## src/hw/rtl/pafss_pkg.sv

```systemverilog
// Types and constants shared by the pull/ack file send sequencer modules.
package pafss_pkg;

    // Field widths
    localparam int MODE_W   = 2;
    localparam int KIND_W   = 2;
    localparam int STATUS_W = 2;
    localparam int CURSOR_W = 16;
    localparam int ACTION_W = 3;
    localparam int CHUNK_W  = 13;
    localparam int SIZE_W   = 17;
    localparam int LIMIT_W  = 8;
    localparam int BASE_W   = CURSOR_W + CHUNK_W;
    localparam int INDEX_W  = 2;

    // Item modes
    localparam logic [MODE_W-1:0] MODE_TICK  = 2'd0;
    localparam logic [MODE_W-1:0] MODE_ACK   = 2'd1;
    localparam logic [MODE_W-1:0] MODE_START = 2'd2;
    localparam logic [MODE_W-1:0] MODE_NOP   = 2'd3;

    // Ack kinds
    localparam logic [KIND_W-1:0] KIND_DESC = 2'd0;
    localparam logic [KIND_W-1:0] KIND_PKG  = 2'd1;
    localparam logic [KIND_W-1:0] KIND_DONE = 2'd2;

    // Ack status codes
    localparam logic [STATUS_W-1:0] STATUS_OK        = 2'd0;
    localparam logic [STATUS_W-1:0] STATUS_CHECK_ERR = 2'd2;

    // Transfer phases
    localparam logic [1:0] PH_DESC = 2'd0;
    localparam logic [1:0] PH_PKG  = 2'd1;
    localparam logic [1:0] PH_END  = 2'd2;
    localparam logic [1:0] PH_DONE = 2'd3;

    // Result actions
    localparam logic [ACTION_W-1:0] ACT_NONE    = 3'd0;
    localparam logic [ACTION_W-1:0] ACT_DESC    = 3'd1;
    localparam logic [ACTION_W-1:0] ACT_PKG     = 3'd2;
    localparam logic [ACTION_W-1:0] ACT_END     = 3'd3;
    localparam logic [ACTION_W-1:0] ACT_FIN     = 3'd4;
    localparam logic [ACTION_W-1:0] ACT_REFUSED = 3'd5;

    // Configuration register indexes
    localparam logic [INDEX_W-1:0] REG_CHUNK    = 2'd0;
    localparam logic [INDEX_W-1:0] REG_FILE     = 2'd1;
    localparam logic [INDEX_W-1:0] REG_METADATA = 2'd2;
    localparam logic [INDEX_W-1:0] REG_POLL     = 2'd3;

    // Reset values of the configuration registers and the substitute for a zero chunk
    localparam logic [CHUNK_W-1:0] CHUNK_RESET = 13'd256;
    localparam logic [LIMIT_W-1:0] POLL_RESET  = 8'd10;
    localparam logic [CHUNK_W-1:0] CHUNK_ZERO_AS = 13'd256;

    typedef struct packed {
        logic [CHUNK_W-1:0] chunk_bytes;
        logic [SIZE_W-1:0]  file_bytes;
        logic               metadata_only;
        logic [LIMIT_W-1:0] poll_limit;
    } cfg_t;

    typedef struct packed {
        logic [MODE_W-1:0]   mode;
        logic [KIND_W-1:0]   ack_kind;
        logic [STATUS_W-1:0] ack_status;
        logic [CURSOR_W-1:0] ack_cursor;
    } item_t;

    typedef struct packed {
        logic [ACTION_W-1:0] action;
        logic [CURSOR_W-1:0] package_number;
        logic [CURSOR_W-1:0] package_offset;
        logic [CHUNK_W-1:0]  package_length;
        logic                success;
    } result_t;

    // Outcome of a package request at the held cursor
    typedef struct packed {
        logic                past_end;
        logic [CURSOR_W-1:0] number;
        logic [CURSOR_W-1:0] offset;
        logic [CHUNK_W-1:0]  length;
    } pull_t;

endpackage

```

## src/hw/rtl/pull_ack_file_send_sequencer.sv

```systemverilog
// Top level of the pull/ack file send sequencer: config, input and result registers.
//
// Usage:
//   s_axis carries events: tuser is the mode (poll tick, peer ack, start),
//   tdata the ack kind, status and requested package index.
//   m_axis carries one result per event: tuser is the action (none, send
//   descriptor, send package, send end, finished, start refused), tdata the
//   package number, byte offset, length and the success flag.
//   The config port writes chunk size, file size, metadata-only flag and
//   poll limit; write it only while no event is in flight.
// Path: an event passes the input register, then one pass of decision logic
//   into the result register. Throughput is one event per cycle while
//   m_axis_tready is high; the decision path holds a 16x13 multiply.
// Reset: the sender goes idle (done phase, no held ack, idle count zero) and
//   the config registers take their defaults (256, 0, 0, 10).
// Stall: while m_axis_tready is low a result is held; one more event waits
//   in the input register, then s_axis_tready drops.
module pull_ack_file_send_sequencer #(
    parameter int IMAGE_BYTES = 65536
) (
    input  logic        clk,
    input  logic        rst_n,
    // Configuration write port
    input  logic        cfg_we,
    input  logic [1:0]  cfg_index,
    input  logic [16:0] cfg_data,
    // Event stream
    input  logic        s_axis_tvalid,
    output logic        s_axis_tready,
    input  logic [23:0] s_axis_tdata,   // [1:0] ack_kind, [3:2] ack_status, [19:4] ack_cursor
    input  logic [1:0]  s_axis_tuser,   // [1:0] mode
    // Result stream
    output logic        m_axis_tvalid,
    input  logic        m_axis_tready,
    output logic [47:0] m_axis_tdata,   // [15:0] package_number, [31:16] package_offset,
                                        // [44:32] package_length, [45] success
    output logic [2:0]  m_axis_tuser    // [2:0] action
);

    pafss_pkg::cfg_t     cfg_reg;
    pafss_pkg::item_t    item_reg;
    logic                item_valid_reg;
    pafss_pkg::result_t  result;
    pafss_pkg::result_t  out_reg;
    logic                out_valid_reg;
    logic                advance;
    logic                fire;

    // Move the input stage on when the result register is free or draining
    assign advance       = !out_valid_reg || m_axis_tready;
    assign fire          = item_valid_reg && advance;
    assign s_axis_tready = !item_valid_reg || advance;

    // Write configuration registers
    always_ff @(posedge clk or negedge rst_n)
    begin
        if (!rst_n)
        begin
            cfg_reg.chunk_bytes   <= pafss_pkg::CHUNK_RESET;
            cfg_reg.file_bytes    <= '0;
            cfg_reg.metadata_only <= 1'b0;
            cfg_reg.poll_limit    <= pafss_pkg::POLL_RESET;
        end
        else if (cfg_we)
        begin
            unique case (cfg_index)
                pafss_pkg::REG_CHUNK:    cfg_reg.chunk_bytes   <= cfg_data[12:0];
                pafss_pkg::REG_FILE:     cfg_reg.file_bytes    <= cfg_data;
                pafss_pkg::REG_METADATA: cfg_reg.metadata_only <= cfg_data[0];
                pafss_pkg::REG_POLL:     cfg_reg.poll_limit    <= cfg_data[7:0];
                default:                 cfg_reg               <= cfg_reg;
            endcase
        end
    end

    // Input register
    always_ff @(posedge clk or negedge rst_n)
    begin
        if (!rst_n)
        begin
            item_valid_reg <= 1'b0;
        end
        else if (s_axis_tready)
        begin
            item_valid_reg <= s_axis_tvalid;
        end
    end

    always_ff @(posedge clk)
    begin
        if (s_axis_tready && s_axis_tvalid)
        begin
            item_reg.mode       <= s_axis_tuser;
            item_reg.ack_kind   <= s_axis_tdata[1:0];
            item_reg.ack_status <= s_axis_tdata[3:2];
            item_reg.ack_cursor <= s_axis_tdata[19:4];
        end
    end

    pafss_ctrl #(
        .IMAGE_BYTES (IMAGE_BYTES)
    ) u_ctrl (
        .clk    (clk),
        .rst_n  (rst_n),
        .cfg    (cfg_reg),
        .fire   (fire),
        .item   (item_reg),
        .result (result)
    );

    // Result register
    always_ff @(posedge clk or negedge rst_n)
    begin
        if (!rst_n)
        begin
            out_valid_reg <= 1'b0;
        end
        else if (advance)
        begin
            out_valid_reg <= item_valid_reg;
        end
    end

    always_ff @(posedge clk)
    begin
        if (fire)
        begin
            out_reg <= result;
        end
    end

    assign m_axis_tvalid = out_valid_reg;
    assign m_axis_tuser  = out_reg.action;
    assign m_axis_tdata  = {2'b00, out_reg.success, out_reg.package_length,
                            out_reg.package_offset, out_reg.package_number};

endmodule

```

## src/hw/rtl/pafss_pull.sv

```systemverilog
// Package base, length and end-of-file test for a requested package index.
module pafss_pull #(
    parameter int IMAGE_BYTES = 65536
) (
    input  pafss_pkg::cfg_t                  cfg,
    input  logic [pafss_pkg::CURSOR_W-1:0]   cursor,
    output pafss_pkg::pull_t                 pull
);

    localparam int SIZE_MAX = (1 << pafss_pkg::SIZE_W) - 1;
    localparam logic [pafss_pkg::SIZE_W-1:0] SIZE_CAP =
        (IMAGE_BYTES > SIZE_MAX) ? pafss_pkg::SIZE_W'(SIZE_MAX)
                                 : pafss_pkg::SIZE_W'(IMAGE_BYTES);
    localparam bit CAP_ACTIVE = (IMAGE_BYTES < SIZE_MAX);

    logic [pafss_pkg::CHUNK_W-1:0] chunk;
    logic [pafss_pkg::SIZE_W-1:0]  size;
    logic [pafss_pkg::BASE_W-1:0]  base;
    logic [pafss_pkg::SIZE_W-1:0]  remain;

    // Zero chunk counts as the default chunk; clamp the file to the image
    always_comb
    begin
        chunk = (cfg.chunk_bytes == '0) ? pafss_pkg::CHUNK_ZERO_AS : cfg.chunk_bytes;
        size  = (CAP_ACTIVE && (cfg.file_bytes > SIZE_CAP)) ? SIZE_CAP : cfg.file_bytes;
    end

    // Byte base of the package and the bytes left from there
    always_comb
    begin
        base   = pafss_pkg::BASE_W'(cursor) * pafss_pkg::BASE_W'(chunk);
        remain = size - base[pafss_pkg::SIZE_W-1:0];
    end

    always_comb
    begin
        pull.past_end = (base >= pafss_pkg::BASE_W'(size));
        pull.number   = cursor;
        pull.offset   = base[pafss_pkg::CURSOR_W-1:0];
        pull.length   = (remain > pafss_pkg::SIZE_W'(chunk)) ? chunk
                                                        : remain[pafss_pkg::CHUNK_W-1:0];
    end

endmodule

```

## src/hw/rtl/pafss_ctrl.sv

```systemverilog
// Transfer state and per-item decision logic of the send sequencer.
module pafss_ctrl #(
    parameter int IMAGE_BYTES = 65536
) (
    input  logic                 clk,
    input  logic                 rst_n,
    input  pafss_pkg::cfg_t      cfg,
    input  logic                 fire,
    input  pafss_pkg::item_t     item,
    output pafss_pkg::result_t   result
);

    logic                             busy_reg, busy_next;
    logic [1:0]                       phase_reg, phase_next;
    logic                             waiting_reg, waiting_next;
    logic [pafss_pkg::KIND_W-1:0]     kind_reg, kind_next;
    logic [pafss_pkg::STATUS_W-1:0]   status_reg, status_next;
    logic [pafss_pkg::CURSOR_W-1:0]   cursor_reg, cursor_next;
    logic [pafss_pkg::LIMIT_W-1:0]    idle_reg, idle_next;
    logic [pafss_pkg::LIMIT_W:0]      idle_inc;
    pafss_pkg::pull_t                 pull;

    pafss_pull #(
        .IMAGE_BYTES (IMAGE_BYTES)
    ) u_pull (
        .cfg    (cfg),
        .cursor (cursor_reg),
        .pull   (pull)
    );

    assign idle_inc = {1'b0, idle_reg} + 1'b1;

    // Decide the result and the next state for the current item
    always_comb
    begin
        busy_next    = busy_reg;
        phase_next   = phase_reg;
        waiting_next = waiting_reg;
        kind_next    = kind_reg;
        status_next  = status_reg;
        cursor_next  = cursor_reg;
        idle_next    = idle_reg;
        result       = '0;
        result.action = pafss_pkg::ACT_NONE;

        unique case (item.mode)
            pafss_pkg::MODE_START:
            begin
                if (busy_reg)
                begin
                    result.action = pafss_pkg::ACT_REFUSED;
                end
                else
                begin
                    busy_next     = 1'b1;
                    phase_next    = pafss_pkg::PH_DESC;
                    waiting_next  = 1'b0;
                    idle_next     = '0;
                    result.action = pafss_pkg::ACT_DESC;
                end
            end
            pafss_pkg::MODE_ACK:
            begin
                // Latch the latest ack; a newer one overwrites an unconsumed one
                if (busy_reg)
                begin
                    waiting_next = 1'b1;
                    kind_next    = item.ack_kind;
                    status_next  = item.ack_status;
                    cursor_next  = item.ack_cursor;
                end
            end
            pafss_pkg::MODE_TICK:
            begin
                if (busy_reg && !waiting_reg)
                begin
                    // Count an idle tick, saturating, and time out at the limit
                    idle_next = idle_inc[pafss_pkg::LIMIT_W] ? '1
                                                             : idle_inc[pafss_pkg::LIMIT_W-1:0];
                    if (idle_inc >= {1'b0, cfg.poll_limit})
                    begin
                        busy_next     = 1'b0;
                        phase_next    = pafss_pkg::PH_DONE;
                        result.action = pafss_pkg::ACT_FIN;
                    end
                end
                else if (busy_reg)
                begin
                    // Consume the held ack
                    waiting_next = 1'b0;
                    idle_next    = '0;
                    priority if ((phase_reg == pafss_pkg::PH_DESC)
                                 && (kind_reg == pafss_pkg::KIND_DESC))
                    begin
                        if (status_reg != pafss_pkg::STATUS_OK)
                        begin
                            busy_next     = 1'b0;
                            phase_next    = pafss_pkg::PH_DONE;
                            result.action = pafss_pkg::ACT_FIN;
                        end
                        else if (cfg.metadata_only || pull.past_end)
                        begin
                            phase_next    = pafss_pkg::PH_END;
                            result.action = pafss_pkg::ACT_END;
                        end
                        else
                        begin
                            phase_next            = pafss_pkg::PH_PKG;
                            result.action         = pafss_pkg::ACT_PKG;
                            result.package_number = pull.number;
                            result.package_offset = pull.offset;
                            result.package_length = pull.length;
                        end
                    end
                    else if ((phase_reg == pafss_pkg::PH_PKG)
                             && (kind_reg == pafss_pkg::KIND_PKG))
                    begin
                        if (status_reg == pafss_pkg::STATUS_CHECK_ERR)
                        begin
                            busy_next     = 1'b0;
                            phase_next    = pafss_pkg::PH_DONE;
                            result.action = pafss_pkg::ACT_FIN;
                        end
                        else if (pull.past_end)
                        begin
                            phase_next    = pafss_pkg::PH_END;
                            result.action = pafss_pkg::ACT_END;
                        end
                        else
                        begin
                            result.action         = pafss_pkg::ACT_PKG;
                            result.package_number = pull.number;
                            result.package_offset = pull.offset;
                            result.package_length = pull.length;
                        end
                    end
                    else if ((phase_reg == pafss_pkg::PH_END)
                             && (kind_reg == pafss_pkg::KIND_DONE))
                    begin
                        busy_next      = 1'b0;
                        phase_next     = pafss_pkg::PH_DONE;
                        result.action  = pafss_pkg::ACT_FIN;
                        result.success = (status_reg == pafss_pkg::STATUS_OK);
                    end
                    else
                    begin
                        // Drop an ack of the wrong kind
                        result.action = pafss_pkg::ACT_NONE;
                    end
                end
            end
            default:
            begin
                result.action = pafss_pkg::ACT_NONE;
            end
        endcase
    end

    // Advance the transfer state on each item taken
    always_ff @(posedge clk or negedge rst_n)
    begin
        if (!rst_n)
        begin
            busy_reg    <= 1'b0;
            phase_reg   <= pafss_pkg::PH_DONE;
            waiting_reg <= 1'b0;
            kind_reg    <= '0;
            status_reg  <= '0;
            cursor_reg  <= '0;
            idle_reg    <= '0;
        end
        else if (fire)
        begin
            busy_reg    <= busy_next;
            phase_reg   <= phase_next;
            waiting_reg <= waiting_next;
            kind_reg    <= kind_next;
            status_reg  <= status_next;
            cursor_reg  <= cursor_next;
            idle_reg    <= idle_next;
        end
    end

endmodule

```

## config.mk

```make
export PLATFORM = sky130hd
export DESIGN_NAME = pull_ack_file_send_sequencer
export DESIGN_NICKNAME = d
export VERILOG_FILES = /design/src/hw/rtl/pafss_pkg.sv /design/src/hw/rtl/pull_ack_file_send_sequencer.sv /design/src/hw/rtl/pafss_pull.sv /design/src/hw/rtl/pafss_ctrl.sv
export SDC_FILE = /design/constraint.sdc
export NUM_CORES = 1
export LEC_CHECK = 0
export BUFFER_PORTS_ARGS = -buffer_cell sky130_fd_sc_hd__buf_4
export CAP_MARGIN = 20
export CORE_MARGIN = 5
export CORE_UTILIZATION = 56
export CTS_CLUSTER_SIZE = 14
export DETAILED_ROUTE_END_ITERATION = 16
export PLACE_DENSITY_LB_ADDON = 0.2
export SYNTH_ARGS = -nofsm -noshare
export SYNTH_HDL_FRONTEND = slang
export SYNTH_SLANG_ARGS = --single-unit
```

## constraint.sdc

```tcl
create_clock -name clk -period 22.9 [get_ports clk]
set_input_delay 1.145 -clock clk [delete_from_list [all_inputs] [get_ports clk]]
set_output_delay 1.145 -clock clk [all_outputs]
set_load 0.02 [all_outputs]
```

Yosys cells after proc, flatten, opt, wreduce, memory -nomap -nowiden

Cells that the tools add are included.
Widths: inputs -> output; s select.

Register bits: 144
Input bits: 50
Output and inout port bits: 53
Word-level logic and storage cells: 136

Add/subtract/negate cells: 2
Multipliers: 1
Order comparisons: 4
Equality and inequality tests: 18
Muxes and demuxes: 54
Bitwise logic cells: 3
Reduce and logical (&&, ||, !) cells: 32

Operators with widths:

| operator             | count |
|---|---|
| $mux 45              | 5 |
| $mux 49              | 1 |
| $mux 48              | 1 |
| $mux 8               | 4 |
| $ge 29x17->1         | 1 |
| $mul 16x13->29       | 1 |
| $mux 13              | 2 |
| $mux 2               | 11 |
| $mux 3               | 7 |
| $gt 17x13->1         | 1 |
| $gt 17x17->1 const B | 1 |
| $mux 1               | 17 |
| $mux 17              | 1 |
| $sub 17x17->17       | 1 |
| $pmux 8 s2           | 1 |
| $logic_not 13->1     | 1 |
| $eq 2x2->1 const B   | 6 |
| $logic_not 2->1      | 5 |
| $add 8x1->9 const B  | 1 |
| $ge 9x8->1           | 1 |
| $eq 2x1->1 const B   | 4 |
| $reduce_and 2->1     | 4 |
| $reduce_and 7->1     | 1 |
| $logic_and 1x1->1    | 6 |
| 20 further kinds     | 30 |

Logic depth before layout (Yosys ltp)

Gate-level depths: netlist (run 1).

Word-level depth: 13
Depth in mapped cells: 37
Gate-level depth less buffers: 33

By module

From an unflattened synthesis (run 1), not the netlist that was laid out.

Cells, all modules: 1515
Area total of the unflattened synthesis: 14950.6 µm²

Modules (own cells, without submodules):

| module                       | times used | cells each | area an instance (µm²) | sequential area each (µm²) |
|---|---|---|---|---|
| pafss_pull                   | 1          | 1109       | 8974.9                 | 0.0 |
| pull_ack_file_send_sequencer | 1          | 166        | 3737.3                 | 3161.8 |
| pafss_ctrl                   | 1          | 240        | 2238.4                 | 803.3 |

Worst setup path before layout (run 1)

OpenSTA, ideal clock, no wires.

Kind: reg2reg
Start: register cfg_reg[32] (netlist name)
End: register out_reg (netlist bit m_axis_tdata[41]), data pin
Setup time: 0.257 ns
Arrival time: 7.699 ns
Required time: 22.643 ns
Setup slack: 14.944 ns
Cell stages (with the launch flop): 35
Buffers on the path: 5
Cells stage by stage: dfrtp_1 > clkbuf_1 > nor4_1 > a31o_2 > clkbuf_1 > nand2_1 > fa_1 > fa_1 > fa_1 > inv_1 > fa_1 > inv_1 > fa_1 > inv_1 > ha_1 > a21o_1 > a31oi_1 > xnor2_1 > inv_1 > ha_1 > clkbuf_1 > nand2_1 > o311ai_2 > a21oi_1 > ha_1 > a21oi_1 > o21ai_0 > a2111oi_0 > a31oi_1 > a31oi_1 > and4b_1 > buf_2 > buf_4 > mux2i_1 > nor2_1

Longest elaborated chain between the ends: 10

Ends and longest elaborated chain:

| what                   | line                                | text |
|---|---|---|
| from (decl)            | pull_ack_file_send_sequencer.sv:40  | `pafss_pkg::cfg_t cfg_reg;` |
| from (signal assigned) | pull_ack_file_send_sequencer.sv:71  | `default: cfg_reg <= cfg_reg;` |
| $logic_not 13->1       | pafss_pull.sv:24                    | `chunk = (cfg.chunk_bytes == '0) ? pafss_pkg::CHUNK_ZERO_AS : cfg.chunk_bytes;` |
| $mux 13 (*)            | pafss_pull.sv:24                    |  |
| $mul 16x13->29         | pafss_pull.sv:31                    | `base = pafss_pkg::BASE_W'(cursor) * pafss_pkg::BASE_W'(chunk);` |
| $sub 17x17->17         | pafss_pull.sv:32                    | `remain = size - base[pafss_pkg::SIZE_W-1:0];` |
| $gt 17x13->1           | pafss_pull.sv:40                    | `pull.length = (remain > pafss_pkg::SIZE_W'(chunk)) ? chunk` |
| $mux 13                | pafss_pull.sv:40                    |  |
| $mux 45                | pafss_ctrl.sv:124                   | `else if (pull.past_end)` |
| $mux 45                | pafss_ctrl.sv:118                   | `if (status_reg == pafss_pkg::STATUS_CHECK_ERR)` |
| $mux 45                | pafss_ctrl.sv:115                   | `else if ((phase_reg == pafss_pkg::PH_PKG)` |
| $mux 48 (*)            | pafss_ctrl.sv:92                    | `priority if ((phase_reg == pafss_pkg::PH_DESC)` |
| to (signal assigned)   | pull_ack_file_send_sequencer.sv:128 | `out_reg <= result;` |
| to (decl)              | pull_ack_file_send_sequencer.sv:44  | `pafss_pkg::result_t out_reg;` |

Every way passes the cells marked *; elsewhere a longest branch is shown, timed or not.
A chain may end at the register's enable or synchronous reset.

Worst setup path in the final report (run 1)

Start: register cfg_reg[35] (netlist name)
End: register out_reg (netlist bit m_axis_tdata[36]), data pin

Same word-level chain as after synthesis.

==> results of run 1 <==
path summary, 6_finish.rpt:
check	end	start
max reg2reg	m_axis_tdata[36]	cfg_reg[35]
min reg2reg	u_ctrl.cursor_reg[2]	item_reg[2]
min in group asynchronous	u_ctrl.idle_reg[0]	rst_n
min	u_ctrl.cursor_reg[2]	item_reg[2]
max in group asynchronous	u_ctrl.cursor_reg[13]	rst_n
max	m_axis_tdata[36]	cfg_reg[35]
metrics by stage:
stage | worst slack (ps) | instances | util (%) | hold slack, ps
after floorplan | 14940 | 1509 | - | 447
after global placement | 13550 | 1873 | 59.8 | 458
after detailed placement | 13370 | 1874 | 59.8 | 464
after CTS | 13380 | 1906 | 62.2 | 468
after global routing | 12790 | 1906 | 62.2 | 486
final | 13280 | 1906 | 62.2 | 465
Yosys cell counts, types with 12 or more instances:
cell type | instances | area (µm²)
inv_1 | 223 | 837
nand2_1 | 183 | 687
edfxtp_1 | 71 | 2130
a21o_1 | 15 | 113
nor3_1 | 13 | 65.1
fa_1 | 155 | 3100
xnor2_1 | 23 | 201
and2_1 | 125 | 782
ha_1 | 129 | 1610
nand3_1 | 22 | 110
nor2_1 | 60 | 225
dfrtp_1 | 68 | 1700
o21a_1 | 12 | 90.1
mux2_2 | 49 | 552
a21oi_1 | 54 | 270
nand2b_1 | 15 | 93.8
clkbuf_1 | 58 | 218
mux2i_1 | 14 | 140
o21ai_0 | 55 | 275
kinds of logic (layout without fill, tap and decap cells):
logic type,count (synthesis),in the layout,share of synthesized area [%]
and+or+nand+nor,488,488,17.2
buffers and inverters,293,355,7.85
adders and majority gates,284,284,32.2
AOI/OAI and AO/OA,202,202,8.87
DFF,144,144,27.1
muxes,63,63,4.73
xor gates and xnor gates,33,33,1.98
other,1,2,0.0256
per-layer routing:
| metal | share of wire (%) | vias to the layer above |
|---|---|---|
| met5 | 0 | - |
| met4 | 1.0 | 0 |
| met3 | 5.9 | 35 |
| met2 | 48 | 289 |
| met1 | 45 | 5238 |
| li1 | - | 5010 |
final cells by class:
type | count | area share, %
repair buffers | 99 | 4.66
multi-input cells | 1072 | 59.1
inverters | 224 | 5.22
clock buffers | 21 | 3.12
flip-flops and latches | 144 | 24.6
well taps | 335 | 2.60
clock inverters | 11 | 0.660
==> out/qor.yml, run 1 <==
fin_nets: 1892
maxCapViolCount: 0
die_h_um: 172
n_fill_cell: 2120
required_ps: 23040
worst_slew_pin_slew_ps: 1000
clock_path_buffers: 2
crit_path_start_kind: "register"
pin_count: 103
async_flop_share_pct: 50.7
port_buffers: 96
rows: 59
final_common_cell: "inv_1"
finalCriticalPeriod_ps: 9620
final-seq-area_um2: 3970
critPathMaxStageDelay_ps: 820
ys_ff_latch: 144
max_clock_freq_mhz: 104
reg2reg_depth: 29
maxSlewViolCount: 0
wire_per_inst_um: 17.6
totalWireLength_mm: 33.5
ys.warnings.count: 0
synth_cell_type_count: 72
first_pass_iters: 5
grt-ovfl-total: 0
antenna_found_initial: 0
synthCells: 1508
track_usage_pct: 23.8
core-area_um2: 25900
largest_reg_flops: 46
root_buffer: "clkbuf_16"
hold_viol: 0
mostFrequentLayoutCells: "inv_1 (222), nand2_1 (183), fa_1 (155)"
final_cell_area_um2: 16100
vias_per_cell: 5.55
crit_family: "adder cells"
drc: 0
crit_arrival_ps: 9760
cts_hold_buf: 0
ys_seq_area_share_pct: 27.1
initial_core_util_pct: 56.5
crit_path_end_kind: "register"
cts_post_setup_buffers_inserted: 0
syn_avg_cell_area_um2: 9.70
grt.met1_usage_pct: 33.0
met2_usage_pct: 39.6
tns_ps: 0
multi_input_area_um2: 9530
cts_tree: "built"
rsz0062_at_grt: "false"
synth_edf_count: 71
r2r_setup_slack_ps: 13280
fin_skew_ps: 18.9
slowest_stage: "and4b_1"
place_area_um2: 15500
cts.repair.resized: 0
clkSlewWorstSetupHoldPaths_ps: 80
antenna_cells: 0
dieArea_um2: 29500
cts_sinks: 144
clkLatencyLatePin_ps: 430
area.growth.synth_to_final_pct: 10.1
path_buf_inv: 4
ant_nets: 0
min_path_cells: 1
busiest_layer: "met2"
grt_max_degree: 74
path_max_fanout: 19
die_x_um: 172
grt_pass1_vias: 11000
hold_class: "register to register"
htree_levels: 4
setup_viol: 0
fin_crit_sh_pct: 42.0
slew_headroom_pct: 33.3
routabilityCongestion: 0.909
syn_area_um2: 14600
post-dp-hpwl_mm: 25.7
drt_iter0_drc: 440
final_layout_size_suffix_gt1_share_pct: 13.7
vias: 10600
status: "finished, final reports clean"
grtUsageMet3_pct: 4.30
cp.depth: 29
cts_buffers: 17
crit_path_frequent_cell: "fa_1"
grt_pass1_wl_mm: 55.8
path_class: "register to register"
ys.flop_type: "edfxtp_1"
Power of run 1 is not shown: default switching activity piles up to over one toggle a cycle in this logic, so the estimate is an artifact.
==> run 2: changes to the inputs <==
ABC_AREA = 1   (was not set)
clock period = 8 ns   (was 22.9 ns; I/O delays follow)
==> run 2 against run 1 <==
  * Fmax increased by 28%
  * Flip-flop and latch count unchanged
  * Core utilization rose by 1.2 points
  * Wire length is 16% higher
  * Register-to-register slack got worse by 13000 ps
  * Clock-buffer cell count is 4 lower
  * Cell count is 26% higher
  * Synthesized cell count rose by 30%
  * Global-route usage rose by 2.6 points
  * Critical path depth grew 6
  * Die area up 3.5%
  * Hold slack worse by 380 ps
  * Critical path type unchanged
==> out/qor.yml, run 2 <==
critPathMaxStageDelay_ps: 560
status: "finished, final reports clean"
clkLatencyLatePin_ps: 430
drt_iter0_drc: 828
htree_levels: 4
path_class: "register to register"
cp.depth: 35
muxShareOfSynthArea_pct: 0.223
cts_sinks: 144
tns_ps: 0
cts_hold_buf: 0
met2_usage_pct: 44.1
synth_compound_area_share_pct: 5.14
first_pass_iters: 5
crit_path_end_kind: "register"
ys.warnings.count: 0
pin_count: 103
reg2reg_depth: 35
max_clock_freq_mhz: 133
crit_path_frequent_cell: "nand2_1"
crit_path_start_kind: "register"
synth_edf_count: 71
vias: 12500
path_max_fanout: 14
ys_seq_area_share_pct: 26.1
track_usage_pct: 26.3
routabilityCongestion: 0.944
crit_arrival_ps: 7800
ys.flop_type: "edfxtp_1"
drc: 0
core-area_um2: 26800
maxCapViolCount: 0
required_ps: 8280
grt_pass1_vias: 12800
synth_cell_type_count: 43
grt_pass1_wl_mm: 64.4
cts_tree: "built"
clock_path_buffers: 2
final_common_cell: "nand2_1"
rsz0062_at_grt: "false"
busiest_layer: "met2"
worst_slew_pin_slew_ps: 1020
synthDominantCellAreaShare_pct: 20.4
antenna_found_initial: 0
die_x_um: 175
synth_top_cell_by_area: "fa_1"
root_buffer: "clkbuf_16"
clkSlewWorstSetupHoldPaths_ps: 80
totalWireLength_mm: 38.8
synth_top_family_by_area: "adder cells"
initial_core_util_pct: 56.6
grt_max_degree: 74
ys_ff_latch: 144
fin_nets: 2383
synthCells: 1957
wire_per_inst_um: 16.2
slew_headroom_pct: 31.6
fin_crit_sh_pct: 94.0
holdWs_ps: 88.1
syn_area_um2: 15200
ys_top_cells_by_area: "fa_1 (20%), edfxtp_1 (14%), nand2_1 (14%)"
synthXorXnorAreaFrac_pct: 1.73
vias_per_cell: 5.22
dieArea_um2: 30500
timing.rr.end: "m_axis_tdata[44]"
synthSimpleGateAreaFrac_pct: 22.3
grtUsageMet3_pct: 6.34
syn_avg_cell_area_um2: 7.75
slowest_stage: "fa_1"
cts_post_setup_buffers_inserted: 0
cts_buffers: 17
mostFrequentLayoutCells: "nand2_1 (548), inv_1 (467), fa_1 (155)"
final_core_util_pct: 63.4
post-dp-hpwl_mm: 30.2
maxSlewViolCount: 0
yosysMostFrequentCell: "nand2_1"
r2r_setup_slack_ps: 480
largest_reg_flops: 46
yosys-top-cells-count: "nand2_1 (549), inv_1 (468), fa_1 (155)"
finalCriticalPeriod_ps: 7520
async_flop_share_pct: 50.7
crit_family: "adder cells"
grt-ovfl-total: 0
rows: 60
final_layout_size_suffix_gt1_share_pct: 10.4
setup_viol: 0
die_h_um: 175
path_buf_inv: 6
hold_viol: 0
area.growth.synth_to_final_pct: 12.0
synthAdderAreaFrac_pct: 31.1
fin_skew_ps: 17.7
port_buffers: 96
grt.met1_usage_pct: 34.7
antenna_cells: 0
hold_class: "input port to asynchronous set/reset pin"
r2r-start: "cfg_reg[29]"
ant_nets: 0
## run 2: cell types whose count changed in the layout (fill, tap and decap cells not counted), sizes merged, moves of 21 or more
cell   change
and2     -122
buf       +35
inv      +242
mux2      -46
nand2    +373
nand3     +56
nor2      +69
xnor2     -21
## run 2: worst max-delay path by stage
stage / startpoint / endpoint
2_1_floorplan: cfg_reg[28] / m_axis_tdata[32]
3_3_place_gp: cfg_reg[29] / m_axis_tdata[44]
3_5_place_dp: cfg_reg[29] / m_axis_tdata[44]
4_1_cts: cfg_reg[29] / m_axis_tdata[44]
5_1_grt: cfg_reg[29] / m_axis_tdata[43]
6_report: cfg_reg[29] / m_axis_tdata[44]
## run 2: final cells by class
class                   count  area, µm²
flip-flops and latches    144       3970
well taps                 341        427
fillers                  2345       9810
inverters                 469       1760
clock buffers              17        425
clock inverters            15        191
repair buffers            134       1030
multi-input cells        1283       9200
## run 2: worst reg2reg max path: cells and delay by family (launching register included)
family / cells / cell delay (ps)
compound gates: 2 / 400
fa+ha+maj: 7 / 3130
xor+xnor: 1 / 240
simple gates: 19 / 2700
flops: 1 / 380
buf+inv: 6 / 490
## run 2: what timing repair did
| item | CTS | global route |
|---|---|---|
| endpoints found under the hold margin | 0 | 0 |
| setup endpoints to repair | 0 | 15 |
| gates resized for setup | 0 | 3 |
## run 2: per-layer routing
layer	share of wire (%)	wire length (µm)
met4	2.5	966
met5	0	0
met2	47	18200
met1	43	16600
met3	7.9	3080
## run 2: kinds of logic after synthesis
family,count (synthesis)
compound gates,146
simple gates,818
buf+inv,531
xor+xnor,30
flops,144
mux,3
fa+ha+maj,284
other cells,1
## run 2: stage by stage
| stage | area, µm² | setup WS [ps] | std cells |
|---|---|---|---|
| floorplan | 15200 | 1090 | 1958 |
| global placement | 16400 | 556 | 2371 |
| detailed placement | 16400 | 466 | 2371 |
| CTS | 17000 | 417 | 2403 |
| global route | 17000 | 5.55 | 2403 |
| finish | 17000 | 483 | 2403 |
Power of run 2 is left out for the same reason.
